[src/rtl/core/mueuf_pkg.sv]
`timescale 1ns / 1ps
// ----------------------------------------------------------------------------
// mueuf_pkg: shared types and constants of the unique edge filter
// Index widths, epoch width, sequencer states and the probe status bundle.
// ----------------------------------------------------------------------------
package mueuf_pkg;

  localparam int IDX_W   = 10;  // vertex index width of the corner and edge fields
  localparam int CFG_W   = 11;  // width of the vertex count register
  localparam int EPOCH_W = 8;   // mesh generation tag kept in every table row

  typedef enum logic [2:0] {
    S_CLEAR,
    S_IDLE,
    S_LOOK,
    S_PROBE,
    S_FLUSH
  } state_t;

  typedef struct packed {
    logic found;  // edge already present in the row
    logic full;   // row holds MAX_DEGREE neighbours
  } probe_stat_t;

endpackage

[src/rtl/core/mueuf_probe.sv]
`timescale 1ns / 1ps
// ----------------------------------------------------------------------------
// mueuf_probe: shared neighbour row probe
// Matches one high endpoint against a row and builds the appended row.
// ----------------------------------------------------------------------------
module mueuf_probe
  import mueuf_pkg::*;
#(
  parameter int MAX_DEGREE = 8,
  localparam int CW     = $clog2(MAX_DEGREE + 1),
  localparam int ROW_W  = MAX_DEGREE * IDX_W,
  localparam int WORD_W = EPOCH_W + CW + ROW_W
) (
  input  logic [WORD_W-1:0]  rd_word,
  input  logic [EPOCH_W-1:0] epoch,
  input  logic [IDX_W-1:0]   hi,
  output probe_stat_t        stat,
  output logic [WORD_W-1:0]  wr_word
);

  logic [EPOCH_W-1:0]    row_epoch;
  logic [CW-1:0]         cnt;
  logic [MAX_DEGREE-1:0] hit;
  logic [ROW_W-1:0]      row_new;

  assign row_epoch = rd_word[WORD_W-1 -: EPOCH_W];
  // a row tagged with an older mesh counts as empty
  assign cnt = (row_epoch == epoch) ? rd_word[ROW_W +: CW] : '0;

  always_comb begin
    for (int k = 0; k < MAX_DEGREE; k++) begin
      hit[k] = (CW'(k) < cnt) && (rd_word[k*IDX_W +: IDX_W] == hi);
      row_new[k*IDX_W +: IDX_W] = (CW'(k) == cnt) ? hi : rd_word[k*IDX_W +: IDX_W];
    end
  end

  assign stat.found = |hit;
  assign stat.full  = (cnt >= CW'(MAX_DEGREE));
  assign wr_word    = {epoch, CW'(cnt + CW'(1)), row_new};

endmodule
[config.mk]
export PLATFORM = sky130hd
export DESIGN_NAME = mueuf_probe
export DESIGN_NICKNAME = d
export VERILOG_FILES = /design/src/rtl/core/mueuf_pkg.sv /design/src/rtl/core/mueuf_probe.sv
export SDC_FILE = /design/constraint.sdc
export NUM_CORES = 1
export LEC_CHECK = 0
export BUFFER_PORTS_ARGS = -buffer_cell sky130_fd_sc_hd__buf_4
export CAP_MARGIN = 5
export CORE_AREA = 2 2 79 81
export DETAILED_ROUTE_END_ITERATION = 6
export DIE_AREA = 0 0 81 83
export GPL_ROUTABILITY_DRIVEN = 0
export PLACE_DENSITY = 0.83
export SLEW_MARGIN = 10
export SYNTH_ARGS = -nofsm -noshare
export SYNTH_HDL_FRONTEND = slang
export SYNTH_SLANG_ARGS = --single-unit
[constraint.sdc]
create_clock -name vclk -period 3.7
set_clock_uncertainty 0.1 [all_clocks]
set_input_delay 0.185 -clock vclk [all_inputs]
set_output_delay 0.185 -clock vclk [all_outputs]
set_load 0.03 [all_outputs]
==> out/summary.json <==
{
  "timing.hold.worst.start": "epoch[2]",
  "layout_worst_path_cycle_share": 0.7329,
  "grt_first_pass_wirelength_um": 14100,
  "startpoint": "epoch[7]",
  "arrival_worst_endpoint_ns": 2.43,
  "grt_antenna_before_repair": 0,
  "post_drt_wl_per_cell_um": 18.22,
  "die_height_um": 83,
  "critical_path.slowest_cell": "sky130_fd_sc_hd__nand4b_1",
  "vias": 2702,
  "die_area_mm2": 0.006723,
  "vias_per_cell": 5.277,
  "post-route-drc-count": 0,
  "maxSlewViolCount": 0,
  "yosysTopAreaCellShare": 0.3717,
  "timing.critical_path.mode_cell": "sky130_fd_sc_hd__buf_4",
  "number_of_nets_at_the_end_of_the_flow": 551,
  "final_cell_area_mm2": 0.003741,
  "grt_pass1_vias": 2819,
  "hold_end": "wr_word[86]",
  "setup_viol_count_final": 0,
  "synth_nets": 378,
  "worst-setup-path-type": "input pin to output pin",
  "power_leakage_nw": 1.733,
  "netlist_instances": 266,
  "chain_of_cells_forming_the_critical_path": "buf_4 > xnor2_1 > nand4_1 > nor3_2 > nand4b_1 > mux2_1 > buf_4",
  "max_slew.worst_pin.slew_ns": 0.7289,
  "n_clock_buffer": 0,
  "layout.area.seq_um2": 0,
  "num_rows": 28,
  "die_width_um": 81,
  "starting_density_of_the_core": 0.3959,
  "cellPowerDensity_mw_per_mm2": 128.8,
  "post_synth.cell_area_avg_um2": 8.655,
  "ant_diodes": 0,
  "cp_data_required_time_ns": 3.41,
  "cts_resized": 0,
  "netlist_area_mm2": 0.002302,
  "detail_route.first_pass.iterations": 4,
  "drtAntennaViolNets": 0,
  "grt_start_max_net_pins": 17,
  "cts_setup_buffers": 0,
  "core_mm2": 0.005816,
  "min_path_type": "input pin to output pin",
  "final.setup.tns_ns": 0,
  "share_of_the_core_filled_with_cells": 0.6433,
  "outcome": "completed",
  "place_area_mm2": 0.003741,
  "max_cap_viol_count": 0,
  "timing.final.crit_period_ns": 2.712,
  "maximum_fanout_along_the_worst_path": 10,
  "post_synth_cell_types": 34,
  "drive_gt1_frac": 0.6613,
  "track_usage": 0.2622,
  "synthToLayoutAreaGrowth_pct": 62.50,
  "relSlewSlack": 0.5104,
  "top_post_synthesis_cells_by_area": "sky130_fd_sc_hd__mux2_2 37%, sky130_fd_sc_hd__xor2_1 24%, sky130_fd_sc_hd__xnor2_1 11%",
  "grt-ovfl-total": 0,
  "dp_hpwl_um": 7850,
  "timing.critical_path.slowest_cell_delay_ns": 0.59,
  "hold_depth": 2,
  "cts-hold-fix-buffers": 0,
  "yosys_warnings": 0,
  "synth_top_area_cell": "sky130_fd_sc_hd__mux2_2",
  "finalHoldViolCount": 0,
  "cp-start-kind": "input pin",
  "setup_repair_after_global_routing_missed_its_margin": "no",
  "seq_cell_count": 0,
  "top_level_i_o_count": 204,
  "finalWirelength_um": 9330,
  "ys_seq_area_frac": 0,
  "vdd_ir_drop_max_v": 0.00009999,
  "achievable-frequency_mhz": 368.8,
  "drt_iter0_markers": 61,
  "cp-end-kind": "output pin",
  "numPortBuffers": 204
}
## worst max-delay path by stage
stage                     cells after the start           to
after floorplan                              10      stat[1]
after global placement                        7  wr_word[65]
after detailed placement                      7  wr_word[64]
after CTS                                     7  wr_word[64]
after global routing                          7  wr_word[64]
final                                         7  wr_word[64]
## critical path, delay by kind of cell
| family | cells | cell delay [ns] |
|---|---|---|
| xor gates and xnor gates | 1 | 0.18 |
| muxes | 1 | 0.54 |
| and+or+nand+nor | 3 | 1.22 |
| buffers and inverters | 2 | 0.30 |
## logic make-up after synthesis
kind of cell / Yosys count / share of synthesized area
simple gates: 49 / 0.1397
compound gates: 10 / 0.03152
buf+inv: 35 / 0.08424
xor+xnor: 90 / 0.3424
mux: 80 / 0.3913
fa+ha+maj: 2 / 0.01087
## Yosys cell counts (2+ instances only)
library cell / n
sky130_fd_sc_hd__buf_4: 9
sky130_fd_sc_hd__buf_2: 23
sky130_fd_sc_hd__inv_1: 2
sky130_fd_sc_hd__nor2_1: 2
sky130_fd_sc_hd__nor4_1: 12
sky130_fd_sc_hd__o41ai_1: 2
sky130_fd_sc_hd__nand4_1: 6
sky130_fd_sc_hd__mux2_1: 4
sky130_fd_sc_hd__nor3_1: 6
sky130_fd_sc_hd__xor2_1: 62
sky130_fd_sc_hd__nand3_2: 3
sky130_fd_sc_hd__nand2_2: 2
sky130_fd_sc_hd__nor2b_1: 2
sky130_fd_sc_hd__nand2_1: 5
sky130_fd_sc_hd__mux2_2: 76
sky130_fd_sc_hd__ha_1: 2
sky130_fd_sc_hd__xnor2_1: 28
sky130_fd_sc_hd__nand3_1: 4
## power by group
group          leakage [nW]  switching (W)  internal, W
Sequential                0              0            0
Combinational          1.73       0.000258     0.000224
Clock                     0              0            0
Total                  1.73       0.000258     0.000224
## layout by cell type, fill, tap and decap left out, types with 2 or more instances in the layout
cell type / synthesis / layout
sky130_fd_sc_hd__buf_4: 9 / 204
sky130_fd_sc_hd__mux2_2: 76 / 76
sky130_fd_sc_hd__xor2_1: 62 / 62
sky130_fd_sc_hd__xnor2_1: 28 / 28
sky130_fd_sc_hd__nor4_1: 12 / 12
sky130_fd_sc_hd__nand4_1: 6 / 6
sky130_fd_sc_hd__nor3_1: 6 / 6
sky130_fd_sc_hd__nand2_1: 5 / 5
sky130_fd_sc_hd__mux2_1: 4 / 4
sky130_fd_sc_hd__nand3_1: 4 / 4
sky130_fd_sc_hd__nand3_2: 3 / 3
sky130_fd_sc_hd__inv_1: 2 / 2
sky130_fd_sc_hd__nor2b_1: 2 / 2
sky130_fd_sc_hd__nand2_2: 2 / 2
sky130_fd_sc_hd__nor2_1: 2 / 2
sky130_fd_sc_hd__o41ai_1: 2 / 2
sky130_fd_sc_hd__ha_1: 2 / 2
## metrics by stage
stage	setup slack, ns	hold WS (ns)	power [W]	cells
floorplan	1.466	0.4017	0.0002784	266
global placement	1.020	0.5032	0.0004738	512
detailed placement	0.9880	0.5050	0.0004820	512
CTS	0.9744	0.5051	0.0004837	512
global route	0.7908	0.5132	0.0005118	512
finish	0.9882	0.5045	0.0004817	512
## final cells by class
cell class / count / area (um2)
inverters: 2 / 7.507
well taps: 75 / 93.84
repair buffers: 204 / 1531
multi-input cells: 231 / 2108
fillers: 518 / 2074
## routing by layer
metal  vias up  track usage  routed length [um]
li1       1282            -                   -
met1      1254       0.2902                3407
met2       142       0.4899                4876
met3        24      0.04783                 754
met4         0      0.08166                 291
met5         -            0                   0
(Power assumes the default switching activity.)
