`config.mk`:
```
export PLATFORM = sky130hd
export DESIGN_NAME = mueuf_ram
export DESIGN_NICKNAME = d
export VERILOG_FILES = /design/src/rtl/core/mueuf_ram.sv
export SDC_FILE = /design/constraint.sdc
export NUM_CORES = 1
export LEC_CHECK = 0
export BUFFER_PORTS_ARGS = -buffer_cell sky130_fd_sc_hd__buf_2
export CELL_PAD_IN_SITES_DETAIL_PLACEMENT = 1
export CELL_PAD_IN_SITES_GLOBAL_PLACEMENT = 2
export CORE_ASPECT_RATIO = 0.9
export CORE_MARGIN = 4
export CORE_UTILIZATION = 50
export CTS_BUF_LIST = sky130_fd_sc_hd__clkbuf_8 sky130_fd_sc_hd__clkbuf_16
export DETAILED_ROUTE_END_ITERATION = 10
export PLACE_DENSITY_LB_ADDON = 0.1
export SKIP_CTS_REPAIR_TIMING = 1
export SLEW_MARGIN = 20
export SYNTH_ARGS = -nofsm -noshare
export SYNTH_HDL_FRONTEND = slang
export SYNTH_SLANG_ARGS = --single-unit
```
`constraint.sdc`:
```
create_clock -name clk -period 6.3 [get_ports clk]
set_clock_uncertainty 0.2 [all_clocks]
set_input_delay 1.26 -clock clk [delete_from_list [all_inputs] [get_ports clk]]
set_output_delay 1.26 -clock clk [all_outputs]
set_load 0.01 [all_outputs]
```
`src/rtl/core/mueuf_ram.sv`:
```
`timescale 1ns / 1ps
// ----------------------------------------------------------------------------
// mueuf_ram: generic simple dual-port RAM
// One write port, one read port with registered read data.
// ----------------------------------------------------------------------------
module mueuf_ram #(
  parameter int WIDTH = 8,
  parameter int DEPTH = 16
) (
  input  logic                     clk,
  input  logic                     we,
  input  logic [$clog2(DEPTH)-1:0] waddr,
  input  logic [WIDTH-1:0]         wdata,
  input  logic                     re,
  input  logic [$clog2(DEPTH)-1:0] raddr,
  output logic [WIDTH-1:0]         rdata
);

  logic [WIDTH-1:0] mem [DEPTH];
  logic [WIDTH-1:0] rdata_r;

  always_ff @(posedge clk) begin
    if (we) begin
      mem[waddr] <= wdata;
    end
    if (re) begin
      rdata_r <= mem[raddr];
    end
  end

  assign rdata = rdata_r;

endmodule

```
==> results.md, run 1 <==
- The run finished with clean final reports.
- For this configuration, the core starts out at a cell density of 0.510.
- In the final timing run, aggregate negative setup slack is 0 ns.
- Setup repair after global routing left no endpoint under its margin.
- The floorplan die area is 12200 um2.
- The worst hold path passes through 3 cells.
- Counting along the longest clock path gives a buffer depth of 2.
- By area the synthesized netlist is led by edfxtp_1 (78%), mux4_2 (7.8%), mux4_1 (7.0%).
- Across the VDD grid, the largest voltage drop is between 0.2 and 0.3 mV.
- When the netlist entered floorplanning its net count stood at 248.
- The weighted congestion reported at the end of routability-driven placement is 0.670.
- The via count normalized by instance count is 5.91.
- The type of the tightest min-delay check is reg -> reg.
- The number of antenna diodes in the final layout is 0.
- The average instance in the mapped netlist occupies 22.8 um2.
- The dominant cell type by area after synthesis is edfxtp_1.
- The global-route wire length before repair is 16.1 mm.
- The internal power consumption is 0.00172 W.
- The count of unresolved DRC violations after routing is 0.
- The number of core rows is 35.
- Before CTS, the worst setup slack after placement is 2.65 ns.
- The length in cells of the worst reg-to-reg path is 3.
- The HPWL reported at the end of detailed placement is 6.45 mm.
- The switching power as a share of total power is 0.204.
- The startpoint identified for the worst hold timing path is mem[8][2].
- STA classifies the critical path startpoint as a primary input.
- TritonCTS built the clock tree.
- The number of antenna violations at the first check in global routing is 0.
- The filler cells instantiated in the layout total 869.
- The kind of critical path is in -> reg.
- The number of nets in the layout is 285.
- The flop and latch count out of synthesis is between 100 and 150.
- The I/O pin count is 27.
- The endpoint class of the critical path is a register.
- The number of H-tree levels is 4.
- The via count of the first global-routing pass is 2625.
- The number of buffers created by CTS is 17.
- The number of sinks on the clock net is 136.
- In this run the critical register-to-register path is launched from mem[10][6].
- The first detailed-routing pass took 4 iterations.
- The aggregate global-route resource usage is 0.190.
- Static timing analysis puts the maximum clock frequency at about 0.35 GHz.
- Synthesis handed over a netlist of 229 instances.
- The leftover overflow at the end of global routing is 0.
- The sequential cell fraction of total power is 0.475.
- The signed area change from the synthesized netlist to the final layout is 16.4%.
- For the worst setup path, the data arrival time is approximately 2.8 ns.
- At the pin with the least slew margin, the transition time is 1.00 ns.
- The core footprint is 10200 um2.
- The reg-to-reg setup timing slack is 4.55 ns.
- Entering global routing, the biggest net connects 33 pins.
- Across all layers, the routed design uses 2410 vias.
- The final routed wire length divided by cell count is 26.1 um.
- The endpoint identified for the worst register-to-register timing path is rdata[6].
- Of the post-synthesis cell area, the dominant cell type holds 0.781.
- The worst path meets setup with 3.44 ns of slack.
- The number of port buffers is 26.
- For this run, the register share of the synthesized area comes to 0.781.
- The capture endpoint of the worst hold path is rdata[2].
- The clock network latency to the later pin of the worst-skew pair is 0.41 ns.
- The netlist uses 18 different library cells.
- Clock tree synthesis selected as its root buffer the cell clkbuf_16.
- In this run the remaining antenna-violating nets after routing total 0.
- The largest fanout on the critical path is 32.
- For this block, the initial DRC count from the detailed router was 262.
- The part of the cycle the worst path needs is 0.454.
- Of the cells placed in the final design, the portion with a size suffix greater than 1 is 0.287.
- The relative contribution of combinational cells to total power is 0.042.
- The count of warnings emitted by yosys is 0.
- The tool flagged a number of max-cap violations equal to 0.
- The static power due to leakage is just over 2 nW.
- Wires add up to 10.7 mm.
- The net switching power is 0.000441 W.
- The final hold violation count is 0.
- The relative max-transition margin is 0.331.
- For this design the ratio of total power to cell area is 355 nW/um2.
- The share of total power in the clock network is 0.483.
- The netlist area before placement is 5230 um2.
- The minimum clock period after layout is 2.86 ns.
- In this run the vertical extent of the chip is ~110 um.
- The final max-slew violation count is 0.
- The data required time at the worst endpoint is 6.24 ns.
- The final number of setup-violating endpoints is 0.
- In this run the horizontal extent of the chip is 116 um.
- The clock slew seen by the registers of the worst setup and hold paths is 0.06 ns.
## worst max-delay path, stage by stage
cell,delay [ns]
buf_4,0.48
mux4_2,0.59
a22oi_1,0.36
nand2_1,0.09
## area by class of cell
cell class | instances | area (um2) | share of cell area
Timing Repair Buffer | 28 | 148 | 0.0243
Clock buffer | 17 | 425 | 0.0699
Multi-Input combinational cell | 83 | 1070 | 0.175
Clock inverter | 15 | 199 | 0.0327
Tap cell | 129 | 161 | 0.0265
Sequential cell | 136 | 4080 | 0.671
## metrics by stage
step | util | hold slack, ns | power [W] | cells | cell area [um2]
finish | 0.594 | 0.568 | 0.00216 | 408 | 6080
CTS | 0.594 | 0.576 | 0.00217 | 408 | 6080
detailed placement | 0.533 | 0.553 | 0.00114 | 376 | 5460
global placement | 0.533 | 0.531 | 0.00113 | 376 | 5460
global route | 0.594 | 0.597 | 0.00222 | 408 | 6080
floorplan | - | 0.505 | 0.00110 | 229 | 5230
## worst max path at each step
stage | startpoint | to | cells past startpoint
after floorplan | waddr[2] | mem[0][0] | 2
after global routing | raddr[0] | rdata[6] | 4
after detailed placement | raddr[0] | rdata[6] | 4
after CTS | raddr[0] | rdata[6] | 4
final | raddr[0] | rdata[6] | 4
after global placement | raddr[0] | rdata[6] | 4
## sequential cells by signal, indices dropped and copies added, names as in the netlist
register,cells
mem,128
rdata,8
## cell usage in the layout, fill, tap and decap left out
master      instances
buf_2              25
nor3_2              2
nand2b_1            2
nand3b_1            2
or3b_2              1
nor3_1              2
clkbuf_16          17
edfxtp_1          136
inv_6               2
clkinvlp_4          4
mux4_2             18
nor2b_1             1
mux4_1             14
buf_4               3
nor2_1             13
bufinv_16           4
clkinv_4            2
a22oi_1            16
clkinv_1            1
nand3_1             1
and2b_1             1
nand2_1             9
clkinv_2            2
and2_1              1
## per-layer routing
metal	vias up	share of wire	routed length, um	track usage
met5	-	0	0	0
met4	0	0.0061	65	0.0572
li1	1056	-	-	-
met3	6	0.045	475	0.0533
met2	74	0.49	5250	0.290
met1	1274	0.46	4860	0.270
## Yosys cell counts, drive strengths merged
library cell and count:
edfxtp 136, mux4 32, a22oi 16, nor2 13
nand2 9, buf 7, nor3 4, clkdlybuf4s25 3
nand2b 2, nand3b 2, and2 1, and2b 1
nand3 1, nor2b 1, or3b 1
## cells by family after synthesis
family / count (synthesis) / share of synthesized area
muxes: 32 / 0.148
AOI/OAI and AO/OA: 16 / 0.0230
buffers and inverters: 10 / 0.0165
and+or+nand+nor: 35 / 0.0314
DFF: 136 / 0.781
## power by group through the flow
stage	sequential, W	clock [W]	combinational [W]
after floorplan	0.00104	0	0.0000514
final	0.00103	0.00104	0.0000900
after global routing	0.00103	0.00110	0.0000983
after CTS	0.00103	0.00105	0.0000927
after detailed placement	0.00104	0	0.0000920
after global placement	0.00104	0	0.0000899
Note: power is estimated with default switching activity, not from simulation.
==> run 2: changes to the inputs <==
Settings changed: CORE_UTILIZATION 50 to 48.
Clock period 6.3 ns to 2.77 ns, I/O delays scaled along.
==> run 2 against run 1 <==
Register-to-register slack got worse by 3.5 ns. Non-clock buffer count increased by 20. Sequential share of layout area decreased by 0.62 points. Critical path depth increased by 1. Die area increased by 3.9%. Count of clock-buffer cells in the layout unchanged.
==> results.md, run 2 (synthesis gave the netlist of run 1 again) <==
- The most common cell after layout, fill and taps aside was edfxtp_1 (unchanged).
- The largest net degree at the start of global routing is 33 (unchanged).
- The utilization of the core after routing is 0.589 (was 0.594).
- The register containing the most flip-flops in the final layout is mem (unchanged).
- The largest fanout on the critical path was 17 (was 32).
- The initial DRC count is 229 (was 262).
- The switching power as a share of total power is 0.198 (was 0.204).
- The number of port buffers is 26 (unchanged).
- The via count normalized by instance count is 5.90 (was 5.91).
- The power density over the cells came to 731 nW/um2 (was 355 nW/um2).
- The number of maximum-capacitance violations is 0 (unchanged).
- The number of sinks on the clock net is 136 (unchanged).
- The core footprint was 10400 um2 (was 10200 um2).
- The weighted congestion reported at the end of routability-driven placement is 0.686 (was 0.670).
- For this run, the top clock speed supported by timing is a little under 0.5 GHz.
- The number of antenna violations at the first check in global routing is 0 (unchanged).
- The maximum root-to-sink buffer count came to 2 (unchanged).
- The horizontal die dimension is 118 um (was 116 um).
- The global-route wire length before repair is 16.8 mm (was 16.1 mm).
- The final setup slack of the worst path is 0.698 ns (was 3.44 ns).
- The number of core rows is 35 (unchanged).
- The count of unresolved DRC violations after routing is 0 (unchanged).
- The number of flip-flops under the largest register name came to 128 (unchanged).
- Setup repair after global routing missed its margin: false (unchanged).
- The clock slew seen by the registers of the worst setup and hold paths came to 0.05 ns (was 0.06 ns).
- The vertical extent of the die is 107 um (was 105 um).
- The final max-slew violation count came to 0 (unchanged).
- The number of buffers created by CTS is 17 (unchanged).
- The number of nets in the layout is 305 (was 285).
- Commonest non-fill, non-tap cells in the layout: edfxtp_1 (136), buf_2 (26), buf_4 (19) (was edfxtp_1 (136), buf_2 (25), mux4_2 (18)).
- The delay of the slowest cell on the worst path was 0.56 ns (was 0.59 ns).
- The aggregate global-route resource usage is 0.189 (was 0.190).
- The nature of the critical path startpoint is a primary input (unchanged).
- The count of fill cells added during filler insertion is 912 (was 869).
- The number of standard cells in the layout, taps in and fillers out came to 426 (was 408).
- The number of placed instances with taps included is 396 (was 376).
- The minimum clock period after layout is 2.07 ns.
- The sequential cell fraction of total power is 0.520 (was 0.475).
- The static power due to leakage came to 2.11 nW (was 2.02 nW).
- The clock network latency to the later pin of the worst-skew pair is 0.41 ns (about the same).
- The HPWL reported at the end of detailed placement is 6.74 mm (was 6.45 mm).
- Dividing the final minimum period by the clock period gives 0.748.
- The peak ir drop on the vdd network is 0.475 mV (was 0.281 mV).
- The number of H-tree levels was 4 (unchanged).
- The cell chosen for the clock root was clkbuf_16 (unchanged).
- Status: completed (unchanged).
- The endpoint class of the critical path is a register (unchanged).
- The floorplan die area is 12600 um2 (was 12200 um2).
- The relative contribution of combinational cells to total power is 0.050 (was 0.042).
- The final hold violation count is 0 (unchanged).
- The internal power consumption is 0.00360 W (was 0.00172 W).
- The antenna diode instance count was 0 (unchanged).
- The relative max-transition margin is 0.664 (was 0.331).
- The final number of setup-violating endpoints is 0 (unchanged).
- The critical-path cell with the highest stage delay is mux4_1 (was mux4_2).
- The initial cell density of the core is 0.502 (was 0.510).
- The transition time at the pin with the least slew margin is 0.503 ns (was 1.00 ns).
- The final sum of negative setup slack came to 0 ns (unchanged).
- The share of total power in the clock network was 0.431 (was 0.483).
- The via count came to 2515 (was 2410).
- The arrival time at the worst endpoint is 2.02 ns (was 2.80 ns).
- The signed area change from the synthesized netlist to the final layout was 17.5% (was 16.4%).
- The TritonCTS clock tree is done (unchanged).
- The number of optimization iterations in the first detailed-route pass came to 4 (unchanged).
- Cell breakdown of the critical path: buf_2 -> buf_12 -> mux4_1 -> a22oi_1 -> nand2_1 (was buf_4 -> mux4_2 -> a22oi_1 -> nand2_1).
- The data required time at the worst endpoint is 2.72 ns (was 6.24 ns).
- The share of final-layout standard cells stronger than drive strength 1 is 0.293 (was 0.287).
- The I/O pin count is 27 (unchanged).
- The net switching power is 0.000890 W (was 0.000441 W).
- The routed wire length came to 10.9 mm (was 10.7 mm).
- The kind of critical path is in -> reg (unchanged).
- The final routed wire length divided by cell count was 25.5 um (was 26.1 um).
- The via count of the first global-routing pass is 2707 (was 2625).
- The leftover overflow at the end of global routing is 0 (unchanged).
- The type of the tightest min-delay check is in -> reg (was reg -> reg).
- The worst setup slack before clock tree synthesis is 0.235 ns (was 2.65 ns).
- The number of nets with antenna violations after detailed routing is 0 (unchanged).
[run 2: changes by cell type in the layout (fill, tap and decap cells not counted), moves of 2 or more]
cell	delta
buf_4	+16
inv_1	+8
buf_12	+3
bufinv_16	-3
clkinvlp_4	-3
clkinv_4	-2
inv_6	-2
nor3_1	+2
nor3_2	-2
[run 2: worst paths after layout]
kind / start / end / slack (ns) / depth (start not counted)
min reg2reg: mem[15][1] / rdata[1] / 0.54 / 3
min: wdata[7] / mem[1][7] / 0.33 / 1
max reg2reg: mem[3][4] / rdata[4] / 1.04 / 3
max: raddr[0] / rdata[1] / 0.70 / 5
[run 2: metal layers]
metal | share of wire | global-route usage | up-vias
met5 | 0 | 0 | -
met4 | 0.011 | 0.0703 | 0
li1 | - | - | 1094
met3 | 0.053 | 0.0506 | 11
met1 | 0.48 | 0.277 | 1336
met2 | 0.46 | 0.277 | 74
[run 2: metrics by stage]
stage	cell area, um2	total power (W)	hold slack, ns
final	6140	0.00449	0.329
after global routing	6140	0.00465	0.324
after CTS	6140	0.00454	0.313
after detailed placement	5640	0.00260	0.543
after global placement	5640	0.00259	0.523
after floorplan	5230	0.00249	0.453
[run 2: final cells by class]
class	count	area, um2	share of cell area
sequential	136	4080	0.665
multi-input combinational	83	1060	0.172
clock buffer	17	425	0.0693
timing repair buffer	48	333	0.0542
tap	129	161	0.0263
clock inverter	13	80.1	0.0130
[run 2: critical path: cells and delay by family]
family,cells,cell delay (ns)
AND/OR/NAND/NOR,1,0.09
multiplexers,1,0.56
buffers and inverters,2,0.48
AO/OA/AOI/OAI,1,0.32
[run 2: power by group through the flow]
stage | Clock (W) | Sequential, W | Combinational, W
floorplan | 0 | 0.00238 | 0.000117
global placement | 0 | 0.00237 | 0.000222
detailed placement | 0 | 0.00237 | 0.000226
CTS | 0.00198 | 0.00233 | 0.000227
global route | 0.00207 | 0.00234 | 0.000244
finish | 0.00193 | 0.00233 | 0.000222
==> run 3: changes to the inputs <==
Settings changed: ABC_AREA set to 1, CORE_UTILIZATION 48 to 41.
Clock period 2.77 ns to 2.2 ns, I/O delays scaled along.
==> run 3 against run 2 <==
Sequential share of layout area decreased by 7.1 points. Critical path depth is 4 lower. Total power up 38%. Routed wire length rose by 40%. First-iteration DRC count grew 33%. Utilization is 9.8 points lower.
==> results.md, run 3 <==
- Status: completed (unchanged).
- The initial DRC count is 304 (was 229).
- The final sum of negative setup slack is 0 ns (unchanged).
- The number of optimization iterations in the first detailed-route pass came to 5 (was 4).
- The static power due to leakage came to 2.97 nW (was 2.11 nW).
- The worst flop-to-flop path startpoint is mem[4][3] (was mem[3][4]).
- The HPWL reported at the end of detailed placement came to 9.81 mm (was 6.74 mm).
- The count of unresolved DRC violations after routing came to 0 (unchanged).
- The number of antenna violations at the first check in global routing is 0 (unchanged).
- The unique cell type count in the Yosys netlist is 11 (was 18).
- The relative contribution of combinational cells to total power came to 0.062 (was 0.050).
- The delay of the slowest cell on the worst path is 0.45 ns (was 0.56 ns).
- The synthesized area per cell is 10.6 um2 (was 22.8 um2).
- The utilization of the core after routing is 0.491 (was 0.589).
- The final number of setup-violating endpoints is 0 (unchanged).
- The dominant cell type by area after synthesis is edfxtp_1 (unchanged).
- The type of the tightest min-delay check is in -> reg (unchanged).
- The largest net degree at the start of global routing came to 50 (was 33).
- The core footprint is 14000 um2 (was 10400 um2).
- The TritonCTS clock tree was done (unchanged).
- The cell chosen for the clock root is clkbuf_16 (unchanged).
- The peak ir drop on the vdd network is 0.552 mV (was 0.475 mV).
- Cell breakdown of the critical path: buf_2 (was buf_2 -> buf_12 -> mux4_1 -> a22oi_1 -> nand2_1).
- The power density over the cells is 903 nW/um2 (was 731 nW/um2).
- The gate count after technology mapping is 551 (was 229).
- Top cells by instance count after synthesis: nand2_1 (173), edfxtp_1 (136), inv_1 (100) (was edfxtp_1 (136), mux4_2 (18), a22oi_1 (16)).
- The critical-path cell with the highest stage delay is edfxtp_1 (was mux4_1).
- The number of port buffers is 26 (unchanged).
- The via count came to 3907 (was 2515).
- The share of final-layout standard cells stronger than drive strength 1 is 0.125 (was 0.293).
- The sequential cell fraction of total power is 0.474 (was 0.520).
- The initial cell density of the core is 0.417 (was 0.502).
- The transition time at the pin with the least slew margin is 0.639 ns (was 0.503 ns).
- The via count of the first global-routing pass is 3972 (was 2707).
- The data required time at the worst endpoint is 1.56 ns (was 2.72 ns).
- The most common cell after layout, fill and taps aside is nand2_1 (was edfxtp_1).
- The share of synthesized registers carrying an async set or reset is 0 (unchanged).
- The minimum clock period after layout is roughly 1.7 ns.
- Commonest non-fill, non-tap cells in the layout: nand2_1 (173), edfxtp_1 (136), inv_1 (103) (was edfxtp_1 (136), buf_2 (26), buf_4 (19)).
- The number of flip-flops under the largest register name was 128 (unchanged).
- The via count normalized by instance count is 4.87 (was 5.90).
- The switching power as a share of total power is 0.213 (was 0.198).
- The register containing the most flip-flops in the final layout is mem (unchanged).
- The final instance area is 6880 um2 (was 6140 um2).
- The relative max-transition margin is 0.574 (was 0.664).
- The weighted congestion reported at the end of routability-driven placement was 0.731 (was 0.686).
- The vertical extent of the die came to 121 um (was 107 um).
- The leftover overflow at the end of global routing is 0 (unchanged).
- The most instantiated library cell after synthesis is nand2_1 (was edfxtp_1).
- The most instantiated flip-flop cell in the synthesis netlist is edfxtp_1 (unchanged).
- The number of core rows is 41 (was 35).
- The launching instance or port of the critical path is rdata[5] (was raddr[0]).
- The kind of critical path is reg -> out (was in -> reg).
- The part of the cycle the worst path needs is 0.767.
- The count of warnings emitted by yosys is 0 (unchanged).
- The share of the synthesized area in the top cell type came to 0.698 (was 0.781).
- The flop and latch count out of synthesis is 136 (unchanged).
- The number of buffers created by CTS is 17 (unchanged).
- The number of maximum-capacitance violations is 0 (unchanged).
- The worst setup slack before clock tree synthesis is 0.190 ns (was 0.235 ns).
- The nature of the critical path startpoint is a register (was primary input).
- The net switching power came to 0.00132 W (was 0.000890 W).
- The final hold violation count is 0 (unchanged).
- The number of H-tree levels is 4 (unchanged).
- The netlist area before placement is 5850 um2 (was 5230 um2).
- The post-route worst hold slack is 0.192 ns (was 0.329 ns).
- The synthesized net count is 570 (was 248).
- The source of the worst hold timing path is re (was wdata[7]).
- The arrival time at the worst endpoint came to 1.05 ns (was 2.02 ns).
- The buffers plus inverters on the worst setup path is 1 (was 2).
- The routed wire length is 15.3 mm (was 10.9 mm).
- The floorplan die area came to 16200 um2 (was 12600 um2).
- The number of nets in the layout is 615 (was 305).
- The count of flip-flops with a built-in enable after synthesis is 136 (unchanged).
- The final setup slack of the worst path was 0.512 ns (was 0.698 ns).
- The global-route wire length before repair came to 23.6 mm (was 16.8 mm).
- The placed standard-cell area was 6280 um2 (was 5640 um2).
- The aggregate global-route resource usage is 0.199 (was 0.189).
- The cell family contributing the most delay on the critical path is flip-flops (was multiplexers).
- The number of nets with antenna violations after detailed routing is 0 (unchanged).
- The share of total power in the clock network is 0.465 (was 0.431).
- Largest cells by area after synthesis: edfxtp_1 (70%), nand2_1 (11%), nand3_1 (8.3%) (was edfxtp_1 (78%), mux4_2 (7.8%), mux4_1 (7.0%)).
- The signed area change from the synthesized netlist to the final layout is 17.6% (was 17.5%).
- The maximum achievable frequency is about 0.6 GHz.
- Setup repair after global routing missed its margin: false (unchanged).
- The clock network latency to the later pin of the worst-skew pair is 0.42 ns (was 0.41 ns).
- The number of sinks on the clock net is 136 (unchanged).
- The sequential share of the synthesized area is 0.698 (was 0.781).
- The internal power consumption is 0.00489 W (was 0.00360 W).
- The final routed wire length divided by cell count is 19.0 um (was 25.5 um).
- The endpoint class of the critical path was an output port (was register).
- The largest fanout on the critical path is 1 (was 17).
- The horizontal die dimension was 134 um (was 118 um).
- The final max-slew violation count is 0 (unchanged).
- The clock slew seen by the registers of the worst setup and hold paths came to 0.06 ns (was 0.05 ns).
- The I/O pin count is 27 (unchanged).
- The maximum root-to-sink buffer count was 2 (unchanged).
-- run 3: changes by cell type after synthesis, moves of 4 or more --
cell / change
inv_1: +100
a22oi_1: -16
mux4_1: -14
nor2_1: +4
nor3_1: -4
nand3_1: +96
nand2_1: +164
mux4_2: -18
buf_2: +10
-- run 3: worst paths after layout --
kind | end | slack [ns] | cells past startpoint
hold / removal | rdata[5] | 0.19 | 1
setup / recovery | rdata[5] | 0.51 | 1
hold reg to reg | rdata[6] | 0.57 | 6
setup reg to reg | rdata[3] | 0.80 | 6
-- run 3: layout make-up --
| class | instances | area [um2] |
|---|---|---|
| well taps | 193 | 241 |
| clock buffers | 17 | 425 |
| multi-input cells | 289 | 1210 |
| repair buffers | 50 | 360 |
| flip-flops and latches | 136 | 4080 |
| clock inverters | 15 | 168 |
| fillers | 1532 | 7130 |
| inverters | 102 | 383 |
| diodes | 1 | 2.50 |
-- run 3: kinds of logic after synthesis --
family	count (synthesis)	synth area share
buf+inv	126	0.0939
flops	136	0.698
simple gates	289	0.208
-- run 3: layer usage --
metal  GRT usage  vias to the layer above  wire (um)
met5           0                        -          0
met4      0.0488                        0        102
met3      0.0448                        8        554
met2       0.300                       66       7040
met1       0.293                     1958       7570
li1            -                     1875          -
-- run 3: stage by stage --
step | instances | total power, W
global placement | 770 | 0.00337
detailed placement | 770 | 0.00338
finish | 803 | 0.00621
global route | 802 | 0.00643
CTS | 802 | 0.00625
floorplan | 551 | 0.00320
-- run 3: power by group through the flow --
stage	combinational [W]	clock, W	sequential, W
floorplan	0.000205	0	0.00299
global placement	0.000377	0	0.00299
detailed placement	0.000388	0	0.00299
CTS	0.000391	0.00292	0.00294
global route	0.000427	0.00306	0.00294
finish	0.000384	0.00288	0.00294
